==> src/rtl/core/highlight_strip_entity_decode_unit_macros.svh <==
// Assertion macros used by the entity decoder datapath.
`ifndef HIGHLIGHT_STRIP_ENTITY_DECODE_UNIT_MACROS_SVH
`define HIGHLIGHT_STRIP_ENTITY_DECODE_UNIT_MACROS_SVH

// Same-cycle implication, disabled during reset.
`define HSED_ASSERT_IMPL(lbl, clk, rst_n, ante, cons) \
    lbl: assert property (@(posedge clk) disable iff (!rst_n) (ante) |-> (cons)) \
        else $error("hsed assertion failed");

// Next-cycle implication, disabled during reset.
`define HSED_ASSERT_NEXT(lbl, clk, rst_n, ante, cons) \
    lbl: assert property (@(posedge clk) disable iff (!rst_n) (ante) |=> (cons)) \
        else $error("hsed assertion failed");

`endif

==> src/rtl/core/hsed_pkg.sv <==
// Shared types, constants and helpers of the entity decoder.
package hsed_pkg;

    // Default depth of the digit store.
    localparam int MAX_DIGITS_DEF = 8;

    // Character codes.
    localparam logic [7:0] CH_NUL    = 8'h00;
    localparam logic [7:0] CH_MARK_A = 8'h02;
    localparam logic [7:0] CH_MARK_B = 8'h03;
    localparam logic [7:0] CH_AMP    = 8'h26;
    localparam logic [7:0] CH_HASH   = 8'h23;
    localparam logic [7:0] CH_SEMI   = 8'h3B;
    localparam logic [7:0] CH_QUEST  = 8'h3F;
    localparam logic [7:0] CH_ZERO   = 8'h30;
    localparam logic [7:0] CH_NINE   = 8'h39;
    localparam logic [7:0] VAL_SAT   = 8'd128;

    // Parse phase held in the datapath.
    typedef enum logic [1:0] {
        PH_IDLE   = 2'd0,
        PH_AMP    = 2'd1,
        PH_DIGITS = 2'd2
    } t_phase;

    // Source of the next result loaded into the output register.
    typedef enum logic [2:0] {
        EM_NONE = 3'd0,
        EM_STEP = 3'd1,
        EM_AMP  = 3'd2,
        EM_HASH = 3'd3,
        EM_DIG  = 3'd4,
        EM_TAIL = 3'd5
    } t_emit;

    // Controller to datapath.
    typedef struct packed {
        logic  accept;
        t_emit emit;
        logic  rd_first;
        logic  rd_next;
        logic  tail;
    } t_cmd;

    // Datapath to controller.
    typedef struct packed {
        logic need_flush;
        logic step_emits;
        logic ph_digits;
        logic cnt_zero;
        logic dig_last;
        logic tail_emits;
        logic out_free;
    } t_sts;

    // True when a byte seen in idle produces a result.
    function automatic logic idle_emits(input logic [7:0] b);
        idle_emits = !(b == CH_MARK_A || b == CH_MARK_B || b == CH_AMP);
    endfunction

endpackage

==> src/rtl/core/hsed_ram.sv <==
// Generic single-write, single-read RAM with registered read data.
module hsed_ram #(
    parameter int W = 4,
    parameter int D = 8
) (
    input  logic                 i_clk,
    input  logic                 i_we,
    input  logic [$clog2(D)-1:0] i_waddr,
    input  logic [W-1:0]         i_wdata,
    input  logic                 i_re,
    input  logic [$clog2(D)-1:0] i_raddr,
    output logic [W-1:0]         o_rdata
);

    logic [W-1:0] r_mem [D];
    logic [W-1:0] r_rdata;

    // Write port
    always_ff @(posedge i_clk) begin
        if (i_we) begin
            r_mem[i_waddr] <= i_wdata;
        end
    end

    // Registered read port, holds when not enabled
    always_ff @(posedge i_clk) begin
        if (i_re) begin
            r_rdata <= r_mem[i_raddr];
        end
    end

    assign o_rdata = r_rdata;

endmodule

==> src/rtl/core/hsed_ctrl.sv <==
// Sequencing controller: input acceptance and flush of a broken reference.
module hsed_ctrl (
    input  logic          i_clk,
    input  logic          i_rst_n,
    input  logic          i_valid,
    output logic          o_stall,
    input  hsed_pkg::t_sts i_sts,
    output hsed_pkg::t_cmd o_cmd
);
    import hsed_pkg::*;

    typedef enum logic [4:0] {
        ST_IN   = 5'b00001,
        ST_AMP  = 5'b00010,
        ST_HASH = 5'b00100,
        ST_DIG  = 5'b01000,
        ST_TAIL = 5'b10000
    } t_state;

    t_state r_state, n_state;
    t_cmd   cmd;

    // Input is taken only in ST_IN with room in the output register
    assign o_stall = !(r_state == ST_IN && i_sts.out_free);

    // Next state and commands
    always_comb begin
        n_state      = r_state;
        cmd.accept   = 1'b0;
        cmd.emit     = EM_NONE;
        cmd.rd_first = 1'b0;
        cmd.rd_next  = 1'b0;
        cmd.tail     = 1'b0;
        unique case (r_state)
            ST_IN: begin
                if (i_valid && i_sts.out_free) begin
                    cmd.accept = 1'b1;
                    if (i_sts.need_flush) begin
                        n_state = ST_AMP;
                    end else if (i_sts.step_emits) begin
                        cmd.emit = EM_STEP;
                    end
                end
            end
            ST_AMP: begin
                if (i_sts.out_free) begin
                    cmd.emit = EM_AMP;
                    n_state  = i_sts.ph_digits ? ST_HASH : ST_TAIL;
                end
            end
            ST_HASH: begin
                if (i_sts.out_free) begin
                    cmd.emit = EM_HASH;
                    if (i_sts.cnt_zero) begin
                        n_state = ST_TAIL;
                    end else begin
                        cmd.rd_first = 1'b1;
                        n_state      = ST_DIG;
                    end
                end
            end
            ST_DIG: begin
                if (i_sts.out_free) begin
                    cmd.emit = EM_DIG;
                    if (i_sts.dig_last) begin
                        n_state = ST_TAIL;
                    end else begin
                        cmd.rd_next = 1'b1;
                    end
                end
            end
            ST_TAIL: begin
                // breaking byte handled as in idle
                if (!i_sts.tail_emits) begin
                    cmd.tail = 1'b1;
                    n_state  = ST_IN;
                end else if (i_sts.out_free) begin
                    cmd.tail = 1'b1;
                    cmd.emit = EM_TAIL;
                    n_state  = ST_IN;
                end
            end
            default: begin
                n_state = ST_IN;
            end
        endcase
    end

    always_ff @(posedge i_clk) begin
        if (!i_rst_n) begin
            r_state <= ST_IN;
        end else begin
            r_state <= n_state;
        end
    end

    assign o_cmd = cmd;

endmodule

==> src/rtl/core/hsed_dpath.sv <==
// Datapath: parse registers, digit store, value accumulator and output register.
`include "highlight_strip_entity_decode_unit_macros.svh"
module hsed_dpath #(
    parameter int MaxDigits = hsed_pkg::MAX_DIGITS_DEF
) (
    input  logic           i_clk,
    input  logic           i_rst_n,
    input  logic           i_stall,
    input  logic [7:0]     i_in_byte,
    input  hsed_pkg::t_cmd i_cmd,
    output hsed_pkg::t_sts o_sts,
    output logic           o_valid,
    output logic [7:0]     o_out_byte,
    output logic           o_last_of_run,
    output logic           o_end_of_string
);
    import hsed_pkg::*;

    localparam int AW = $clog2(MaxDigits);
    localparam int CW = $clog2(MaxDigits + 1);
    localparam logic [CW-1:0] CntMax = CW'(MaxDigits);

    t_phase         r_phase, n_phase;
    logic [CW-1:0]  r_count, n_count;
    logic [7:0]     r_val, n_val;
    logic [AW-1:0]  r_idx, n_idx;
    logic [7:0]     r_byte, n_byte;
    logic           r_o_valid, n_o_valid;
    logic [7:0]     r_o_byte, n_o_byte;
    logic           r_o_last, n_o_last;
    logic           r_o_eos, n_o_eos;

    logic           is_digit, room, step;
    logic [3:0]     digit;
    logic [10:0]    acc;
    logic [7:0]     sat_val;
    logic           need_flush, step_emits, tail_emits, dig_last, out_free;
    logic [7:0]     step_byte;
    logic           ram_we, ram_re;
    logic [AW-1:0]  ram_raddr;
    logic [3:0]     ram_rdata;

    // Input byte classification
    assign is_digit = (i_in_byte >= CH_ZERO) && (i_in_byte <= CH_NINE);
    assign digit    = i_in_byte[3:0];
    assign room     = r_count < CntMax;

    // value * 10 + digit, saturated at 128
    assign acc     = ({3'b000, r_val} << 3) + ({3'b000, r_val} << 1) + {7'd0, digit};
    assign sat_val = (acc > 11'(VAL_SAT)) ? VAL_SAT : acc[7:0];

    always_comb begin
        need_flush = 1'b0;
        step_emits = 1'b0;
        unique case (r_phase)
            PH_IDLE: begin
                step_emits = idle_emits(i_in_byte);
            end
            PH_AMP: begin
                need_flush = (i_in_byte != CH_HASH);
            end
            PH_DIGITS: begin
                need_flush = !(is_digit && room) && (i_in_byte != CH_SEMI);
                step_emits = (i_in_byte == CH_SEMI);
            end
            default: begin
                step_emits = idle_emits(i_in_byte);
            end
        endcase
    end

    assign step_byte  = (r_phase == PH_DIGITS) ? ((r_val < VAL_SAT) ? r_val : CH_QUEST)
                                               : i_in_byte;
    assign tail_emits = idle_emits(r_byte);
    assign dig_last   = (CW'(r_idx) + CW'(1)) == r_count;
    assign out_free   = !r_o_valid || !i_stall;
    assign step       = i_cmd.accept && !need_flush;

    // Status to the controller
    assign o_sts.need_flush = need_flush;
    assign o_sts.step_emits = step_emits;
    assign o_sts.ph_digits  = (r_phase == PH_DIGITS);
    assign o_sts.cnt_zero   = (r_count == '0);
    assign o_sts.dig_last   = dig_last;
    assign o_sts.tail_emits = tail_emits;
    assign o_sts.out_free   = out_free;

    // Parse state update
    always_comb begin
        n_phase = r_phase;
        n_count = r_count;
        n_val   = r_val;
        n_byte  = r_byte;
        n_idx   = r_idx;
        ram_we  = 1'b0;
        if (step) begin
            unique case (r_phase)
                PH_AMP: begin
                    n_phase = PH_DIGITS;
                    n_count = '0;
                    n_val   = '0;
                end
                PH_DIGITS: begin
                    if (is_digit) begin
                        ram_we  = 1'b1;
                        n_count = r_count + CW'(1);
                        n_val   = sat_val;
                    end else begin
                        n_phase = PH_IDLE;
                        n_count = '0;
                        n_val   = '0;
                    end
                end
                default: begin
                    n_phase = (i_in_byte == CH_AMP) ? PH_AMP : PH_IDLE;
                end
            endcase
        end
        if (i_cmd.accept && need_flush) begin
            n_byte = i_in_byte;
        end
        if (i_cmd.tail) begin
            n_phase = (r_byte == CH_AMP) ? PH_AMP : PH_IDLE;
            n_count = '0;
            n_val   = '0;
        end
        if (i_cmd.rd_first) begin
            n_idx = '0;
        end else if (i_cmd.rd_next) begin
            n_idx = r_idx + AW'(1);
        end
    end

    // Digit store read for flush
    assign ram_re    = i_cmd.rd_first || i_cmd.rd_next;
    assign ram_raddr = i_cmd.rd_first ? '0 : r_idx + AW'(1);

    hsed_ram #(
        .W (4),
        .D (MaxDigits)
    ) u_digits (
        .i_clk   (i_clk),
        .i_we    (ram_we),
        .i_waddr (r_count[AW-1:0]),
        .i_wdata (digit),
        .i_re    (ram_re),
        .i_raddr (ram_raddr),
        .o_rdata (ram_rdata)
    );

    // Output register load
    always_comb begin
        n_o_byte  = r_o_byte;
        n_o_last  = r_o_last;
        n_o_eos   = r_o_eos;
        n_o_valid = r_o_valid && i_stall;
        unique case (i_cmd.emit)
            EM_NONE: begin
            end
            EM_STEP: begin
                n_o_valid = 1'b1;
                n_o_byte  = step_byte;
                n_o_last  = 1'b1;
                n_o_eos   = (r_phase != PH_DIGITS) && (i_in_byte == CH_NUL);
            end
            EM_AMP: begin
                n_o_valid = 1'b1;
                n_o_byte  = CH_AMP;
                n_o_last  = (r_phase != PH_DIGITS) && !tail_emits;
                n_o_eos   = 1'b0;
            end
            EM_HASH: begin
                n_o_valid = 1'b1;
                n_o_byte  = CH_HASH;
                n_o_last  = (r_count == '0) && !tail_emits;
                n_o_eos   = 1'b0;
            end
            EM_DIG: begin
                n_o_valid = 1'b1;
                n_o_byte  = {CH_ZERO[7:4], ram_rdata};
                n_o_last  = dig_last && !tail_emits;
                n_o_eos   = 1'b0;
            end
            EM_TAIL: begin
                n_o_valid = 1'b1;
                n_o_byte  = r_byte;
                n_o_last  = 1'b1;
                n_o_eos   = (r_byte == CH_NUL);
            end
            default: begin
            end
        endcase
    end

    // Control registers
    always_ff @(posedge i_clk) begin
        if (!i_rst_n) begin
            r_phase   <= PH_IDLE;
            r_count   <= '0;
            r_val     <= '0;
            r_o_valid <= 1'b0;
        end else begin
            r_phase   <= n_phase;
            r_count   <= n_count;
            r_val     <= n_val;
            r_o_valid <= n_o_valid;
        end
    end

    // Payload registers
    always_ff @(posedge i_clk) begin
        r_idx    <= n_idx;
        r_byte   <= n_byte;
        r_o_byte <= n_o_byte;
        r_o_last <= n_o_last;
        r_o_eos  <= n_o_eos;
    end

    assign o_valid         = r_o_valid;
    assign o_out_byte      = r_o_byte;
    assign o_last_of_run   = r_o_last;
    assign o_end_of_string = r_o_eos;

    // A result never overwrites one that is still stalled
    `HSED_ASSERT_IMPL(a_no_overwrite, i_clk, i_rst_n, i_cmd.emit != EM_NONE, out_free)
    // Store writes stay inside the configured depth
    `HSED_ASSERT_IMPL(a_wr_in_range, i_clk, i_rst_n, ram_we, r_count < CntMax)
    // Saturated accumulator
    `HSED_ASSERT_IMPL(a_val_sat, i_clk, i_rst_n, r_phase == PH_DIGITS, r_val <= VAL_SAT)
    // Digits are flushed only from a reference that holds some
    `HSED_ASSERT_IMPL(a_dig_src, i_clk, i_rst_n, i_cmd.emit == EM_DIG,
                      r_phase == PH_DIGITS && r_count != '0)
    // Flush of the digit store starts at its first entry
    `HSED_ASSERT_NEXT(a_rd_first, i_clk, i_rst_n, i_cmd.rd_first, r_idx == '0)

endmodule

==> src/rtl/core/highlight_strip_entity_decode_unit.sv <==
// Top level of the highlight-stripping numeric entity decoder.
//
//   channel | valid   | stall   | payload
//   --------+---------+---------+-----------------------------------------------
//   input   | i_valid | o_stall | i_in_byte
//   output  | o_valid | i_stall | o_out_byte, o_last_of_run, o_end_of_string
//
// A stream of bytes that each cause at most one result runs at one item per
// cycle while the output is not stalled. A broken reference flushes '&', then
// '#' and held digits from the digit store read port if '#' was seen, one per
// cycle unless the output stalls, then handles the breaking byte as in idle.
// Synchronous active-low reset; no clearing pass, the block is ready at once.
// A stall on the output holds the output register and, through it, the input.
module highlight_strip_entity_decode_unit #(
    parameter int MaxDigits = hsed_pkg::MAX_DIGITS_DEF
) (
    input  logic       i_clk,
    input  logic       i_rst_n,
    input  logic       i_valid,
    output logic       o_stall,
    input  logic [7:0] i_in_byte,
    output logic       o_valid,
    input  logic       i_stall,
    output logic [7:0] o_out_byte,
    output logic       o_last_of_run,
    output logic       o_end_of_string
);
    import hsed_pkg::*;

    t_cmd cmd;
    t_sts sts;

    hsed_ctrl u_ctrl (
        .i_clk   (i_clk),
        .i_rst_n (i_rst_n),
        .i_valid (i_valid),
        .o_stall (o_stall),
        .i_sts   (sts),
        .o_cmd   (cmd)
    );

    hsed_dpath #(
        .MaxDigits (MaxDigits)
    ) u_dpath (
        .i_clk           (i_clk),
        .i_rst_n         (i_rst_n),
        .i_stall         (i_stall),
        .i_in_byte       (i_in_byte),
        .i_cmd           (cmd),
        .o_sts           (sts),
        .o_valid         (o_valid),
        .o_out_byte      (o_out_byte),
        .o_last_of_run   (o_last_of_run),
        .o_end_of_string (o_end_of_string)
    );

endmodule
==> config.mk <==
export PLATFORM = sky130hd
export DESIGN_NAME = highlight_strip_entity_decode_unit
export DESIGN_NICKNAME = d
export VERILOG_FILES = /design/src/rtl/core/hsed_pkg.sv /design/src/rtl/core/hsed_ram.sv /design/src/rtl/core/hsed_ctrl.sv /design/src/rtl/core/hsed_dpath.sv /design/src/rtl/core/highlight_strip_entity_decode_unit.sv
export VERILOG_INCLUDE_DIRS = /design/src /design/src/rtl/core
export SDC_FILE = /design/constraint.sdc
export NUM_CORES = 1
export LEC_CHECK = 0
export BUFFER_PORTS_ARGS = -buffer_cell sky130_fd_sc_hd__buf_4
export CAP_MARGIN = 10
export CORE_MARGIN = 2
export CORE_UTILIZATION = 45
export CTS_BUF_LIST = sky130_fd_sc_hd__clkbuf_16
export CTS_CLUSTER_SIZE = 8
export DETAILED_ROUTE_END_ITERATION = 8
export GPL_TIMING_DRIVEN = 0
export SETUP_SLACK_MARGIN = 0.5
export SYNTH_ARGS = -nofsm -noshare
export SYNTH_HDL_FRONTEND = slang
export SYNTH_SLANG_ARGS = --single-unit
export TNS_END_PERCENT = 50
==> constraint.sdc <==
create_clock -name i_clk -period 6.2 [get_ports i_clk]
set_input_delay 0.31 -clock i_clk [delete_from_list [all_inputs] [get_ports i_clk]]
set_output_delay 0.31 -clock i_clk [all_outputs]
set_load 0.01 [all_outputs]
# ---- Word-level counts from Yosys, hierarchy flattened
# Memories as Yosys holds them, arrays and structs flattened. A register that Yosys moved wholly into a read port is not among the register bits.
# Cells that the tools add are included.
dict set report totals {
  reg_bits 41
  ramBits 32
  in_bits 12
  out_inout_bits 12
  elab_cells 146
  mem_count 1
}
# memory words width read_ports rd_clocked_by_memory_dff write_ports line
set mem_list {}
lappend mem_list {u_dpath.u_digits.r_mem 8 4 1 1 1 hsed_ram.sv:15} ;# logic [W-1:0] r_mem [D];
dict set report op_classes {
  n_addsub 5
  n_lt_le_gt_ge 5
  n_eq_ne 31
  n_mux 54
  bitwise_logic 1
  reduce_logical 39
}
# op count
set ops {}
lappend ops {{2-to-1 mux 5 bit} 10}
lappend ops {{case mux 8 bit (5 select lines)} 1}
lappend ops {{== test 8 x 2 -> 1 bit (second input constant)} 4}
lappend ops {{2-to-1 mux 8 bit} 4}
lappend ops {{case mux 5 bit (5 select lines)} 1}
lappend ops {{== test 8 x 6 -> 1 bit (second input constant)} 3}
lappend ops {{2-to-1 mux 1 bit} 18}
lappend ops {{2-to-1 mux 3 bit} 6}
lappend ops {{logical NOT 8 bit} 2}
lappend ops {{!= test 8 x 6 -> 1 bit (second input constant)} 2}
lappend ops {{case mux 8 bit (2 select lines)} 1}
lappend ops {{case mux 3 bit (5 select lines)} 1}
lappend ops {{logical AND 1 bit} 12}
lappend ops {{adder 11 x 4 -> 11 bit} 1}
lappend ops {{adder 11 x 9 -> 11 bit} 1}
lappend ops {{greater-than comparator 11 x 8 -> 1 bit (second input constant)} 1}
lappend ops {{!= test 2 x 1 -> 1 bit (second input constant)} 5}
lappend ops {{greater-or-equal comparator 8 x 6 -> 1 bit (second input constant)} 1}
lappend ops {{<= comparator 8 x 6 -> 1 bit (second input constant)} 1}
lappend ops {{less-than comparator 8 bit (second input constant)} 1}
lappend ops {{2-to-1 mux 2 bit} 4}
lappend ops {{2-to-1 mux 4 bit} 2}
lappend ops {{case mux 4 bit (2 select lines)} 1}
lappend ops {{AND reduction 7 bit} 1}
lappend ops {{other kinds (34)} 51}

# ---- Depth between registers and ports, before layout
# Gate-level depths: netlist of run 1.
dict set report logic_depth {
  depth_word 13
  mapped_depth 11
  depth_no_buf 11
}

# ---- Cells and area by module
# A second synthesis of run 1 with hierarchy kept.
dict set report hier_totals {
  hier_cells 421
  hier_area_um2 4505.6
}
# mod n_inst cells_each area_each_um2 seq_area_each_um2
set modules_own_cells {}
lappend modules_own_cells {hsed_dpath 1 296 2618.8 900.9}
lappend modules_own_cells {hsed_ram 1 63 1410.1 1081.0}
lappend modules_own_cells {hsed_ctrl 1 62 476.7 100.1}

# ---- Worst setup path after synthesis of run 1
# OpenSTA, ideal clock, no wires.
dict set report synth_timing {
  path_type {input port to flip-flop}
  startpoint {input port i_in_byte[3]}
  endpoint {register u_dpath.r_val[3]}
  setup_time_ns 0.117
  arrival_ns 2.576
  required_time_ns 6.083
  setup_slack_ns 3.507
  cell_stages 10
  cell_sequence {fa_1 -> inv_1 -> fa_1 -> nor2b_1 -> o2111ai_1 -> nand3b_1 -> nor2_1 -> o31ai_1 -> and4bb_1 -> a22o_1}
}
dict set report synth_via {
  elab_chain_cells 9
}
# element line
set synth_rtl {}
lappend synth_rtl {{from (decl)} highlight_strip_entity_decode_unit.sv:21} ;# input logic [7:0] i_in_byte,
lappend synth_rtl {{parallel branches: the longest is 9 deep, another holds adder 11 x 4 -> 11 bit} --}
lappend synth_rtl {{to (signal assigned)} hsed_dpath.sv:205} ;# r_val <= n_val;
lappend synth_rtl {{to (decl)} hsed_dpath.sv:25} ;# logic [7:0] r_val, n_val;
# Parallel ways; which one is timed is not known.
# A chain may end at the register's enable or synchronous reset.

# ---- Final worst setup path of run 1
dict set report layout_timing {
  startpoint {register u_dpath.r_val[0]}
  endpoint {register u_dpath.r_val[0]}
}
dict set report layout_via {
  elab_chain_cells 6
}
# element line
set layout_rtl {}
lappend layout_rtl {{adder 11 x 9 -> 11 bit} hsed_dpath.sv:49} ;# assign acc = ({3'b000, r_val} << 3) + ({3'b000, r_val} << 1) + {7'd0, digit};
lappend layout_rtl {{adder 11 x 4 -> 11 bit} hsed_dpath.sv:49}
lappend layout_rtl {{greater-than comparator 11 x 8 -> 1 bit} hsed_dpath.sv:50} ;# assign sat_val = (acc > 11'(VAL_SAT)) ? VAL_SAT : acc[7:0];
lappend layout_rtl {{2-to-1 mux 8 bit} hsed_dpath.sv:50}
lappend layout_rtl {{2-to-1 mux 8 bit} hsed_dpath.sv:104} ;# if (is_digit) begin
lappend layout_rtl {{case mux 8 bit (2 select lines)} hsed_dpath.sv:97} ;# unique case (r_phase)
# Every way passes these cells.

==> impl_results.md, run 1 <==
- Pre-CTS WS: between 2 and 3 ns
- Gate count of the mapped netlist: between 400 and 500
- First-pass GRT wire length: 15.7 mm
- Initial core utilization: 0.468
- Routed wire length: between 9 and 10 mm
- Critical R2R Launch: u_dpath.r_val[0]
- Setup Fix Bufs, Post-CTS: 0
- Routed len/inst: around 17 um
- Hold path cells: 1
- Via Count: about 3200
- WS Path Type: reg2reg
- Outcome: complete, no violations
- Num CTS Buffers: 9
- Synthesized area per cell: 10.6 um2
- Root Buffer: clkbuf_16
- Final Setup Violations: 0
- Initial antenna violation count: 0
- CP dominant cell by count: fa_1
- Max transition margin: 0.552
- First drt pass iteration count: 4
- Worst-path clk slew: 0.06 ns
- Worst R2R End: u_dpath.r_val[0]
- Pin count of the biggest net entering global routing: 16
- Pwr dens: 235 nW/um2
- Ys async rst share: 0
- Post-synth EDFFs: 54
- DR DRC count: 0
- Port-buffer cells: 22
- Required @ worst endpoint: between 6 and 7 ns
- Number of global-route vias before repair: 3042
- Synthesized area: 4340 um2
- Power after layout: around 1.2 mW
- MaxCap Viol Count: 0
- Yosys warnings: 0
- Setup crit end kind: flip-flop
- Max-slew violations: 0
- Die Height: around 100 um
- Clock sinks: 77
- Yosys top cell by area: edfxtp_1
- TritonCTS clock tree: yes
- DRT antenna net count: 0
- FF-to-FF setup slack: between 3 and 4 ns
- Final number of hold-violating endpoints: 0
- Worst hold path class: in2reg
- Worst hold endpoint: u_dpath.r_byte[6]
- Unrepaired setup endpoints after global routing: no
- Fin crit share: 0.491
- CTS Buffer Depth: 2
- Synth unique cells: 75
- Worst vdd ir: approximately 150 uV
- Area delta synth->final: 14.9%
- Core Region: just over 9000 um2
- Worst path slowest cell: fa_1
- Period minus WS final: slightly above 3 ns
- Max incr delay on CP: around 0.55 ns
- RePlAce Congestion: 0.826
- Total die area: between 10000 and 15000 um2
- Num rows: 35
- Data arrival, critical path: ~3.3 ns
- # H-tree levels: 3
- Io pins: 24
- Crit-path leading delay family: adder cells
- Setup TNS: 0 ns
- Initial DRC Count: between 150 and 200
- Post-Syn Nets: between 400 and 500
- Worst setup margin: 3.16 ns
- # nets final: 480
- Vias/cell: about 5.6
- Register area share after synthesis: 0.479
- Critical-path cell list: fa_1, inv_1, fa_1, nor2b_1, o2111ai_1, nand3b_1, nor2_1, o31ai_1, and4bb_1, a22o_1
- Post-synthesis register bit count: 77
- GR Overflow Total: 0
- Post-synth top flop: edfxtp_1
- Startpoint Class: flip-flop
- Die X: a little over 100 um
- FMAX: 329 MHz
- Clock Skew: 0.00904 ns
- Worst-Margin Slew: ~0.67 ns
- Share of layout cells above drive strength 1: 0.171
- Stages on worst setup path: 10
- Clock Latency Late Sink: 0.33 ns
- Antenna diode count: 0
- Post-detail-place hpwl: roughly 7 mm
- Post-synth top area share: 0.373
- R2R cell count: 10
- Max FO, Critical Path: 4
- Tot GR Track Use: 0.197
- Post-CTS sizing: 0
- P_leak: between 1.5 and 2 nW
- Min-delay src: i_in_byte[6]
- Hold buffers post-CTS: 0
- Largest cells by area after synthesis: edfxtp_1, dfxtp_1, ha_1
- Crit path buf inv count: 1
## cell families after synthesis
group,synth area share
and+or+nand+nor,0.197
AOI/OAI and AO/OA,0.148
DFF,0.479
buffers and inverters,0.0285
adders and majority gates,0.0726
muxes,0.0507
xor gates and xnor gates,0.0242
## Yosys cell counts (8+ instances only)
cell and instances:
nand2_1 34, inv_1 15, a22o_1 8, nor3_1 9, nand3_1 9, o21ai_0 22
clkbuf_1 10, dfxtp_1 23, a21oi_1 20, ha_1 22, edfxtp_1 54, mux2_2 8
nor2_1 54
## worst max-delay path by stage
stage | to | start | slack (ns)
floorplan | u_dpath.r_val[3] | i_in_byte[3] | 3.51
global placement | u_dpath.r_val[3] | i_in_byte[3] | 3.01
detailed placement | u_dpath.r_val[2] | i_in_byte[3] | 2.96
CTS | u_dpath.r_val[2] | u_dpath.r_val[0] | 3.14
global route | u_dpath.r_val[3] | u_dpath.r_val[0] | 2.95
finish | u_dpath.r_val[0] | u_dpath.r_val[0] | 3.16
## placed cells by master (no fill, tap or decap), types with 7 or more instances in the layout
| cell type | instances |
|---|---|
| dfxtp_1 | 23 |
| clkbuf_1 | 10 |
| a21oi_1 | 20 |
| nand2_1 | 34 |
| ha_1 | 22 |
| xor2_1 | 7 |
| clkbuf_16 | 9 |
| a22o_1 | 8 |
| inv_1 | 15 |
| mux2_2 | 8 |
| o21ai_0 | 22 |
| edfxtp_1 | 54 |
| nand3_1 | 9 |
| nor2_1 | 54 |
| nor3_1 | 9 |
| buf_4 | 22 |
## metrics by stage
stage               cell area (um2)  utilization  hold slack [ns]  instances
finish                         4990        0.538            0.200        578
global route                   4990        0.538            0.193        578
CTS                            4990        0.538            0.190        578
detailed placement             4670        0.503            0.503        562
global placement               4670        0.503            0.486        562
floorplan                      4340            -            0.409        411
## area by class of cell
class | instances | area (um2)
Buffer | 15 | 67.6
Clock buffer | 9 | 225
Clock inverter | 7 | 96.3
Fill cell | 859 | 4290
Inverter | 15 | 56.3
Multi-Input combinational cell | 304 | 2140
Sequential cell | 77 | 2080
Tap cell | 129 | 161
Timing Repair Buffer | 22 | 165
## routing by layer
metal  GRT usage  part of all wire
met4      0.0656             0.012
met3      0.0274             0.052
met1       0.287              0.48
met2       0.305              0.46
met5           0                 0
## power by group
part	internal (mW)	switching, mW	total, mW
combinational	0.0200	0.0283	0.0483
sequential	0.554	0.00120	0.555
clock	0.354	0.214	0.568
## state kept, by name (all words and copies together) (netlist names)
register                  count
u_dpath.r_phase               2
u_dpath.r_count               4
u_dpath.r_byte                8
u_dpath.o_last_of_run         1
u_dpath.r_idx                 3
u_dpath.o_out_byte            8
u_dpath.o_valid               1
u_dpath.u_digits.o_rdata      4
u_dpath.o_end_of_string       1
u_ctrl.r_state                5
u_dpath.u_digits.r_mem       32
u_dpath.r_val                 8
## worst reg2reg max path, cell delays in order, from the launching register on
cell and delay, ns:
dfxtp_1 0.36, fa_1 0.55, inv_1 0.07, fa_1 0.45, nor2b_1 0.21, o2111ai_1 0.17, nand3b_1 0.18, nor2_1 0.06
o31ai_1 0.39, and4bb_1 0.31, a22o_1 0.19
(Power assumes the default switching activity.)
==> run 2: changes to the inputs <==
--- a/config.mk
+++ b/config.mk
@@ -6,6 +6,7 @@
 export SDC_FILE = /design/constraint.sdc
 export NUM_CORES = 1
 export LEC_CHECK = 0
+export ABC_AREA = 1
 export BUFFER_PORTS_ARGS = -buffer_cell sky130_fd_sc_hd__buf_4
 export CAP_MARGIN = 10
 export CORE_MARGIN = 2
==> constraint.sdc (replaced) <==
create_clock -name i_clk -period 2.6 [get_ports i_clk]
set_input_delay 0.13 -clock i_clk [delete_from_list [all_inputs] [get_ports i_clk]]
set_output_delay 0.13 -clock i_clk [all_outputs]
set_load 0.01 [all_outputs]
==> impl_results.md, run 2 <==
- Required @ worst endpoint: 2.86 ns (was 6.42 ns)
- Yosys top cell by area: edfxtp_1 (unchanged)
- Compound-Gate Fraction of Synth Area: 0.0933 (was 0.148)
- RePlAce Congestion: 0.866 (was 0.826)
- Die Height: 103 um (was 102 um)
- TritonCTS clock tree: yes (unchanged)
- XOR/XNOR Fraction of Synth Area: 0.00596 (was 0.0242)
- Post-detail-place hpwl: 7.43 mm (was 7.11 mm)
- Worst vdd ir: 401 uV (was 153 uV)
- Post-Syn Nets: 550 (was 447)
- Post-route design area: 5230 um2 (was 4990 um2)
- # nets final: 592 (was 480)
- Via Count: 3610 (was 3245)
- Area delta synth->final: 18.6% (was 14.9%)
- Post-synth EDFFs: 54 (unchanged)
- GR Overflow Total: 0 (unchanged)
- Max-slew violations: 0 (unchanged)
- Top cells by count, synth: nand2_1, inv_1, edfxtp_1, nor2_1, nand3_1 (was edfxtp_1, nor2_1, nand2_1, dfxtp_1)
- Synthesized area per cell: 8.58 um2 (was 10.6 um2)
- Final Setup Violations: 0 (unchanged)
- Clock Skew: 0.00476 ns (was 0.00904 ns)
- Commonest non-fill, non-tap cells in the layout: nand2_1, inv_1, edfxtp_1 (was nor2_1, edfxtp_1, nand2_1)
- Mux cell area share after synthesis: 0 (was 0.0507)
- Number of filler cells placed in the layout: 920 (was 859)
- Max transition margin: 0.681 (was 0.552)
- Num CTS Buffers: 9 (unchanged)
- Die X: 103 um (was 102 um)
- FMAX: 394 MHz (was 329 MHz)
- Yosys warnings: 0 (unchanged)
- Core Region: 9640 um2 (was 9280 um2)
- Placed cell area: 4750 um2 (was 4670 um2)
- Synth Area in Simple Gates: 0.289 (was 0.197)
- Largest cells by area after synthesis: edfxtp_1, dfxtp_1, nand2_1 (was edfxtp_1, dfxtp_1, ha_1)
- Final number of hold-violating endpoints: 0 (unchanged)
- Antenna diode count: 0 (unchanged)
- DR DRC count: 0 (unchanged)
- Setup crit end kind: flip-flop (unchanged)
- Power after layout: 4.39 mW (was 1.17 mW)
- Worst path slowest cell: fa_1 (unchanged)
- Initial core utilization: 0.458 (was 0.468)
- Number of global-route vias before repair: 3384 (was 3042)
- Routed len/inst: 14.5 um (was 16.7 um)
- Clock sinks: 77 (unchanged)
- First drt pass iteration count: 5 (was 4)
- Outcome: complete, no violations (unchanged)
- Clock Latency Late Sink: 0.33 ns (about the same)
- Reg with most FFs: u_dpath.u_digits.r_mem (unchanged)
- Max FO, Critical Path: 7 (was 4)
- Data arrival, critical path: 2.80 ns (was 3.26 ns)
- P_leak: 2.26 nW (was 1.88 nW)
- Unrepaired setup endpoints after global routing: yes (was no)
- Vias/cell: 5.20 (was 5.61)
- First-pass GRT wire length: 16.4 mm (was 15.7 mm)
- Io pins: 24 (unchanged)
- Max incr delay on CP: 0.56 ns (was 0.55 ns)
- Worst-Margin Slew: 0.475 ns (was 0.670 ns)
- Post-synthesis register bit count: 77 (unchanged)
- Port-buffer cells: 22 (unchanged)
- Synth Area in Adders: 0.0715 (was 0.0726)
- DRT antenna net count: 0 (unchanged)
- Post-synth top area share: 0.368 (was 0.373)
- Root Buffer: clkbuf_16 (unchanged)
- Fin crit share: 0.976 (was 0.491)
- Critical-path cell list: fa_1, inv_2, fa_2, inv_2, nor2_2, nand2_1, nor2_2, nand3_1, nand2_1, nand3_2, nor2_4, nand3_1, a21oi_1 (was fa_1, inv_1, fa_1, nor2b_1, o2111ai_1, nand3b_1, nor2_1, o31ai_1, and4bb_1, a22o_1)
- Worst hold path class: in2reg (unchanged)
- FF-to-FF setup slack: 0.06 ns (was 3.16 ns)
- Initial antenna violation count: 0 (unchanged)
- Largest family of logic cells by synthesized area: simple AND/OR/NAND/NOR gates (unchanged)
- Pre-CTS WS: 0.0204 ns (was 2.96 ns)
- Synth unique cells: 40 (was 75)
- Hold path cells: 1 (unchanged)
- Commonest non-fill, non-tap cell in the layout: nand2_1
- Worst setup margin: 0.0613 ns (was 3.16 ns)
- Gate count of the mapped netlist: 514 (was 411)
- Synthesized area: 4410 um2 (was 4340 um2)
- Period minus WS final: 2.54 ns (was 3.04 ns)
- Max reg flops: 32 (unchanged)
- CTS Buffer Depth: 2 (unchanged)
- Worst-path clk slew: 0.06 ns (about the same)
- Ys async rst share: 0 (unchanged)
- Setup TNS: 0 ns (unchanged)
- Post-synth top flop: edfxtp_1 (unchanged)
- Share of layout cells above drive strength 1: 0.217 (was 0.171)
- Initial DRC Count: 224 (was 198)
- Pwr dens: 840 nW/um2 (was 235 nW/um2)
- MaxCap Viol Count: 0 (unchanged)
- Tot GR Track Use: 0.205 (was 0.197)
- Num rows: 36 (was 35)
- Pin count of the biggest net entering global routing: 18 (was 16)
- # H-tree levels: 3 (unchanged)
- Startpoint Class: flip-flop (unchanged)
- Total die area: 10600 um2 (was 10500 um2)
- Most common cell in the netlist: nand2_1
- Routed wire length: 10.1 mm (was 9.67 mm)
- Register area share after synthesis: 0.472 (was 0.479)
- WS Path Type: reg2reg (unchanged)
- R2R cell count: 13 (was 10)
[run 2: changes by cell type after synthesis, moves of 8 or more]
cell	delta
nor2_1	-9
o21ai_0	-13
a22o_1	-8
nand4_1	+17
nand3_1	+35
nand2_1	+88
inv_1	+49
mux2_2	-8
clkbuf_1	-9
[run 2: kinds of logic (layout without fill, tap and decap cells)]
| logic type | Yosys count | in the layout |
|---|---|---|
| AND/OR/NAND/NOR | 269 | 269 |
| AO/OA/AOI/OAI | 65 | 65 |
| buffers and inverters | 76 | 123 |
| flip-flops | 77 | 77 |
| adder cells (fa/ha/maj) | 24 | 24 |
| XOR/XNOR | 3 | 3 |
[run 2: final cells by class]
| class | count | area (um2) | area share |
|---|---|---|---|
| well taps | 133 | 166 | 0.0318 |
| multi-input cells | 361 | 2140 | 0.409 |
| clock inverters | 6 | 41.3 | 0.00789 |
| flip-flops and latches | 77 | 2090 | 0.400 |
| plain buffers | 5 | 32.5 | 0.00622 |
| repair buffers | 31 | 238 | 0.0455 |
| clock buffers | 10 | 250 | 0.0478 |
| inverters | 71 | 269 | 0.0514 |
[run 2: final timing paths]
kind / startpoint / to
worst max-delay path: u_dpath.r_val[0] / u_dpath.r_val[0]
worst max register to register: u_dpath.r_val[0] / u_dpath.r_val[0]
worst min-delay path: i_in_byte[5] / u_dpath.r_byte[5]
worst min register to register: u_dpath.r_count[3] / u_dpath.r_count[3]
[run 2: power by group]
| part | switching [mW] | internal (mW) | leakage [nW] | total [mW] |
|---|---|---|---|---|
| clock network | 0.506 | 0.708 | 0.146 | 1.21 |
| logic | 0.958 | 0.613 | 1.43 | 1.57 |
| registers | 0.0793 | 1.53 | 0.681 | 1.61 |
[run 2: layer usage]
layer | GRT usage | up-vias | part of all wire
li1 | - | 1843 | -
met1 | 0.286 | 1671 | 0.48
met2 | 0.319 | 80 | 0.46
met3 | 0.0481 | 16 | 0.052
met4 | 0.0617 | 0 | 0.014
met5 | 0 | - | 0
[run 2: timing repair]
action                                  4_1_cts  5_1_grt
endpoints found under the hold margin         2        0
setup buffers                                 1        6
resized for setup                             9       31
endpoints found under the setup margin       34       70
pin swaps                                     3        9
hold buffers                                  2        0
[run 2: metrics by stage]
stage                     utilization  hold WS (ns)  cells
after floorplan                     -         0.229    514
after global placement          0.493         0.321    669
after detailed placement        0.493         0.319    669
after CTS                       0.528        0.0124    688
after global routing            0.543        0.0181    694
final                           0.543        0.0235    694
[run 2: critical path, delay by kind of cell (launching register included)]
family / cells / cell delay, ns
compound gates: 1 / 0.14
fa+ha+maj: 2 / 1.08
buf+inv: 2 / 0.09
flops: 1 / 0.36
simple gates: 8 / 0.79
==> run 3: changes to the inputs <==
--- a/config.mk
+++ b/config.mk
@@ -6,7 +6,6 @@
 export SDC_FILE = /design/constraint.sdc
 export NUM_CORES = 1
 export LEC_CHECK = 0
-export ABC_AREA = 1
 export BUFFER_PORTS_ARGS = -buffer_cell sky130_fd_sc_hd__buf_4
 export CAP_MARGIN = 10
 export CORE_MARGIN = 2
==> constraint.sdc (replaced) <==
create_clock -name i_clk -period 2.1 [get_ports i_clk]
set_input_delay 0.105 -clock i_clk [delete_from_list [all_inputs] [get_ports i_clk]]
set_output_delay 0.105 -clock i_clk [all_outputs]
set_load 0.005 [all_outputs]
==> impl_results.md, run 3 (synthesized netlist as in run 1, its figures left out) <==
- Number of global-route vias before repair: 3278 (was 3384)
- Post-detail-place hpwl: 7.13 mm (was 7.43 mm)
- Initial core utilization: 0.468 (was 0.458)
- Area delta synth->final: 36.6% (was 18.6%)
- R2R cell count: 10 (was 13)
- Clock Skew: 0.00544 ns (was 0.00476 ns)
- Min-delay src: i_in_byte[2] (was i_in_byte[5])
- Busiest grt layer: met2 (unchanged)
- Period minus WS final: 2.78 ns (was 2.54 ns)
- Commonest non-fill, non-tap cell in the layout: buf_4 (was nand2_1)
- Met3 Use GR: 0.0308 (was 0.0481)
- Port-buffer cells: 22 (unchanged)
- Fin util: 0.639 (was 0.543)
- Reg with most FFs: u_dpath.u_digits.r_mem (unchanged)
- Data arrival, critical path: 3.06 ns (was 2.80 ns)
- Die X: 102 um (was 103 um)
- P_leak: 2.23 nW (was 2.26 nW)
- M2 GR Usage: 0.339 (was 0.319)
- DR DRC count: 0 (unchanged)
- Commonest non-fill, non-tap cells in the layout: buf_4, edfxtp_1, nor2_1 (was nand2_1, inv_1, edfxtp_1)
- Worst R2R End: u_dpath.r_val[1] (was u_dpath.r_val[0])
- Clock sinks: 77 (unchanged)
- Max transition margin: 0.528 (was 0.681)
- CTS Buffer Depth: 2 (unchanged)
- Share of layout cells above drive strength 1: 0.404 (was 0.217)
- Num CTS Buffers: 9 (unchanged)
- Non-Filler Instances: 627 (was 694)
- Final Setup Violations: 36 (was 0)
- Worst hold path class: in2reg (unchanged)
- Initial DRC Count: 259 (was 224)
- Max FO, Critical Path: 4 (was 7)
- Num rows: 35 (was 36)
- Worst-Margin Slew: 0.705 ns (was 0.475 ns)
- # nets final: 529 (was 592)
- Cell count after placement: 562 (was 669)
- RePlAce Congestion: 0.854 (was 0.866)
- M1 GR Usage: 0.303 (was 0.286)
- Pwr dens: 564 nW/um2 (was 840 nW/um2)
- Area of the multi-input gates: 2610 um2 (was 2140 um2)
- Clock Latency Late Sink: 0.34 ns (was 0.33 ns)
- TritonCTS clock tree: yes (unchanged)
- Worst vdd ir: 346 uV (was 401 uV)
- Total die area: 10500 um2 (was 10600 um2)
- Minimum hold slack: 0.0901 ns (was 0.0235 ns)
- MaxCap Viol Count: 0 (unchanged)
- Critical Path Sink: u_dpath.r_val[1] (was u_dpath.r_val[0])
- # H-tree levels: 3 (unchanged)
- FF-to-FF setup slack: -0.68 ns (was 0.06 ns)
- Routed len/inst: 17.5 um (was 14.5 um)
- Max-slew violations: 0 (unchanged)
- Number of filler cells placed in the layout: 737 (was 920)
- Core Region: 9280 um2 (was 9640 um2)
- Via Count: 3502 (was 3610)
- Setup crit end kind: flip-flop (unchanged)
- Tot GR Track Use: 0.217 (was 0.205)
- Power after layout: 3.34 mW (was 4.39 mW)
- Critical R2R Launch: u_dpath.r_val[0] (unchanged)
- Max reg flops: 32 (unchanged)
- Unrepaired setup endpoints after global routing: yes (unchanged)
- First drt pass iteration count: 5 (unchanged)
- GR Overflow Total: 0 (unchanged)
- Required @ worst endpoint: 2.38 ns (was 2.86 ns)
- Antenna diode count: 0 (unchanged)
- Violated checks: setup timing
- Startpoint Class: flip-flop (unchanged)
- Pin count of the biggest net entering global routing: 18 (unchanged)
- Sequential Area: 2110 um2 (was 2090 um2)
- First-pass GRT wire length: 17.0 mm (was 16.4 mm)
- Routed wire length: 11.0 mm (was 10.1 mm)
- Vias/cell: 5.59 (was 5.20)
- DRT antenna net count: 0 (unchanged)
- FMAX: 360 MHz (was 394 MHz)
- Worst-path clk slew: 0.07 ns (was 0.06 ns)
- Final number of hold-violating endpoints: 0 (unchanged)
- Worst setup margin: -0.677 ns (was 0.0613 ns)
- Outcome: finished with violations (was complete, no violations)
- Initial antenna violation count: 0 (unchanged)
- Die Height: 102 um (was 103 um)
- Io pins: 24 (unchanged)
- Root Buffer: clkbuf_16 (unchanged)
- Fin crit share: 1.32 (was 0.976)
- Crit. Startpoint: u_dpath.r_val[0] (unchanged)
- WS Path Type: reg2reg (unchanged)
[run 3: power by group]
group / internal (mW) / leakage, nW / switching (mW)
registers: 1.63 / 0.687 / 0.00359
clock network: 0.840 / 0.147 / 0.701
logic: 0.0798 / 1.40 / 0.0915
[run 3: timing repair]
item                                    CTS  global route
cloned                                    0             1
gates resized for setup                  82            33
hold buffers                              4             0
endpoints found under the setup margin   91            92
buffers inserted                         29            15
endpoints found under the hold margin     4             0
pin swaps                                47            33
[run 3: worst min-delay path by stage]
stage	endpoint	slack, ns	cells past startpoint
floorplan	u_dpath.r_byte[0]	0.20	0
global placement	u_dpath.r_byte[6]	0.32	1
detailed placement	u_dpath.r_byte[7]	0.32	1
CTS	u_dpath.u_digits.r_mem[0][2]	0.09	1
global route	u_dpath.u_digits.r_mem[0][2]	0.11	1
finish	u_dpath.u_digits.r_mem[0][2]	0.09	1
[run 3: layer usage]
| layer | up-vias | share of wire |
|---|---|---|
| met5 | - | 0 |
| met2 | 101 | 0.47 |
| met4 | 0 | 0.027 |
| met3 | 17 | 0.043 |
| met1 | 1680 | 0.46 |
| li1 | 1704 | - |
[run 3: layout make-up]
| type | instances | share of cell area |
|---|---|---|
| multi-input cells | 305 | 0.441 |
| flip-flops and latches | 77 | 0.357 |
| repair buffers | 70 | 0.0968 |
| clock buffers | 9 | 0.0380 |
| well taps | 129 | 0.0272 |
| plain buffers | 15 | 0.0181 |
| clock inverters | 7 | 0.0120 |
| inverters | 15 | 0.0108 |
[run 3: worst max-delay path, stage by stage (launching register included)]
cell and delay, ns:
dfxtp_4 0.35, fa_1 0.56, inv_1 0.06, fa_2 0.37
nor2b_4 0.15, o2111ai_2 0.13, and2_4 0.18, nor4bb_4 0.31
o31ai_4 0.10, and4bb_2 0.36, a22o_1 0.13
[run 3: stage by stage]
step / setup TNS (ns) / setup WS (ns) / instance area, um2
2_1_floorplan: -4.26 / -0.494 / 4480
3_3_place_gp: -19.83 / -0.783 / 4810
3_5_place_dp: -20.69 / -0.770 / 4810
4_1_cts: -7.56 / -0.679 / 5670
5_1_grt: -13.53 / -0.821 / 5930
6_report: -9.92 / -0.677 / 5930
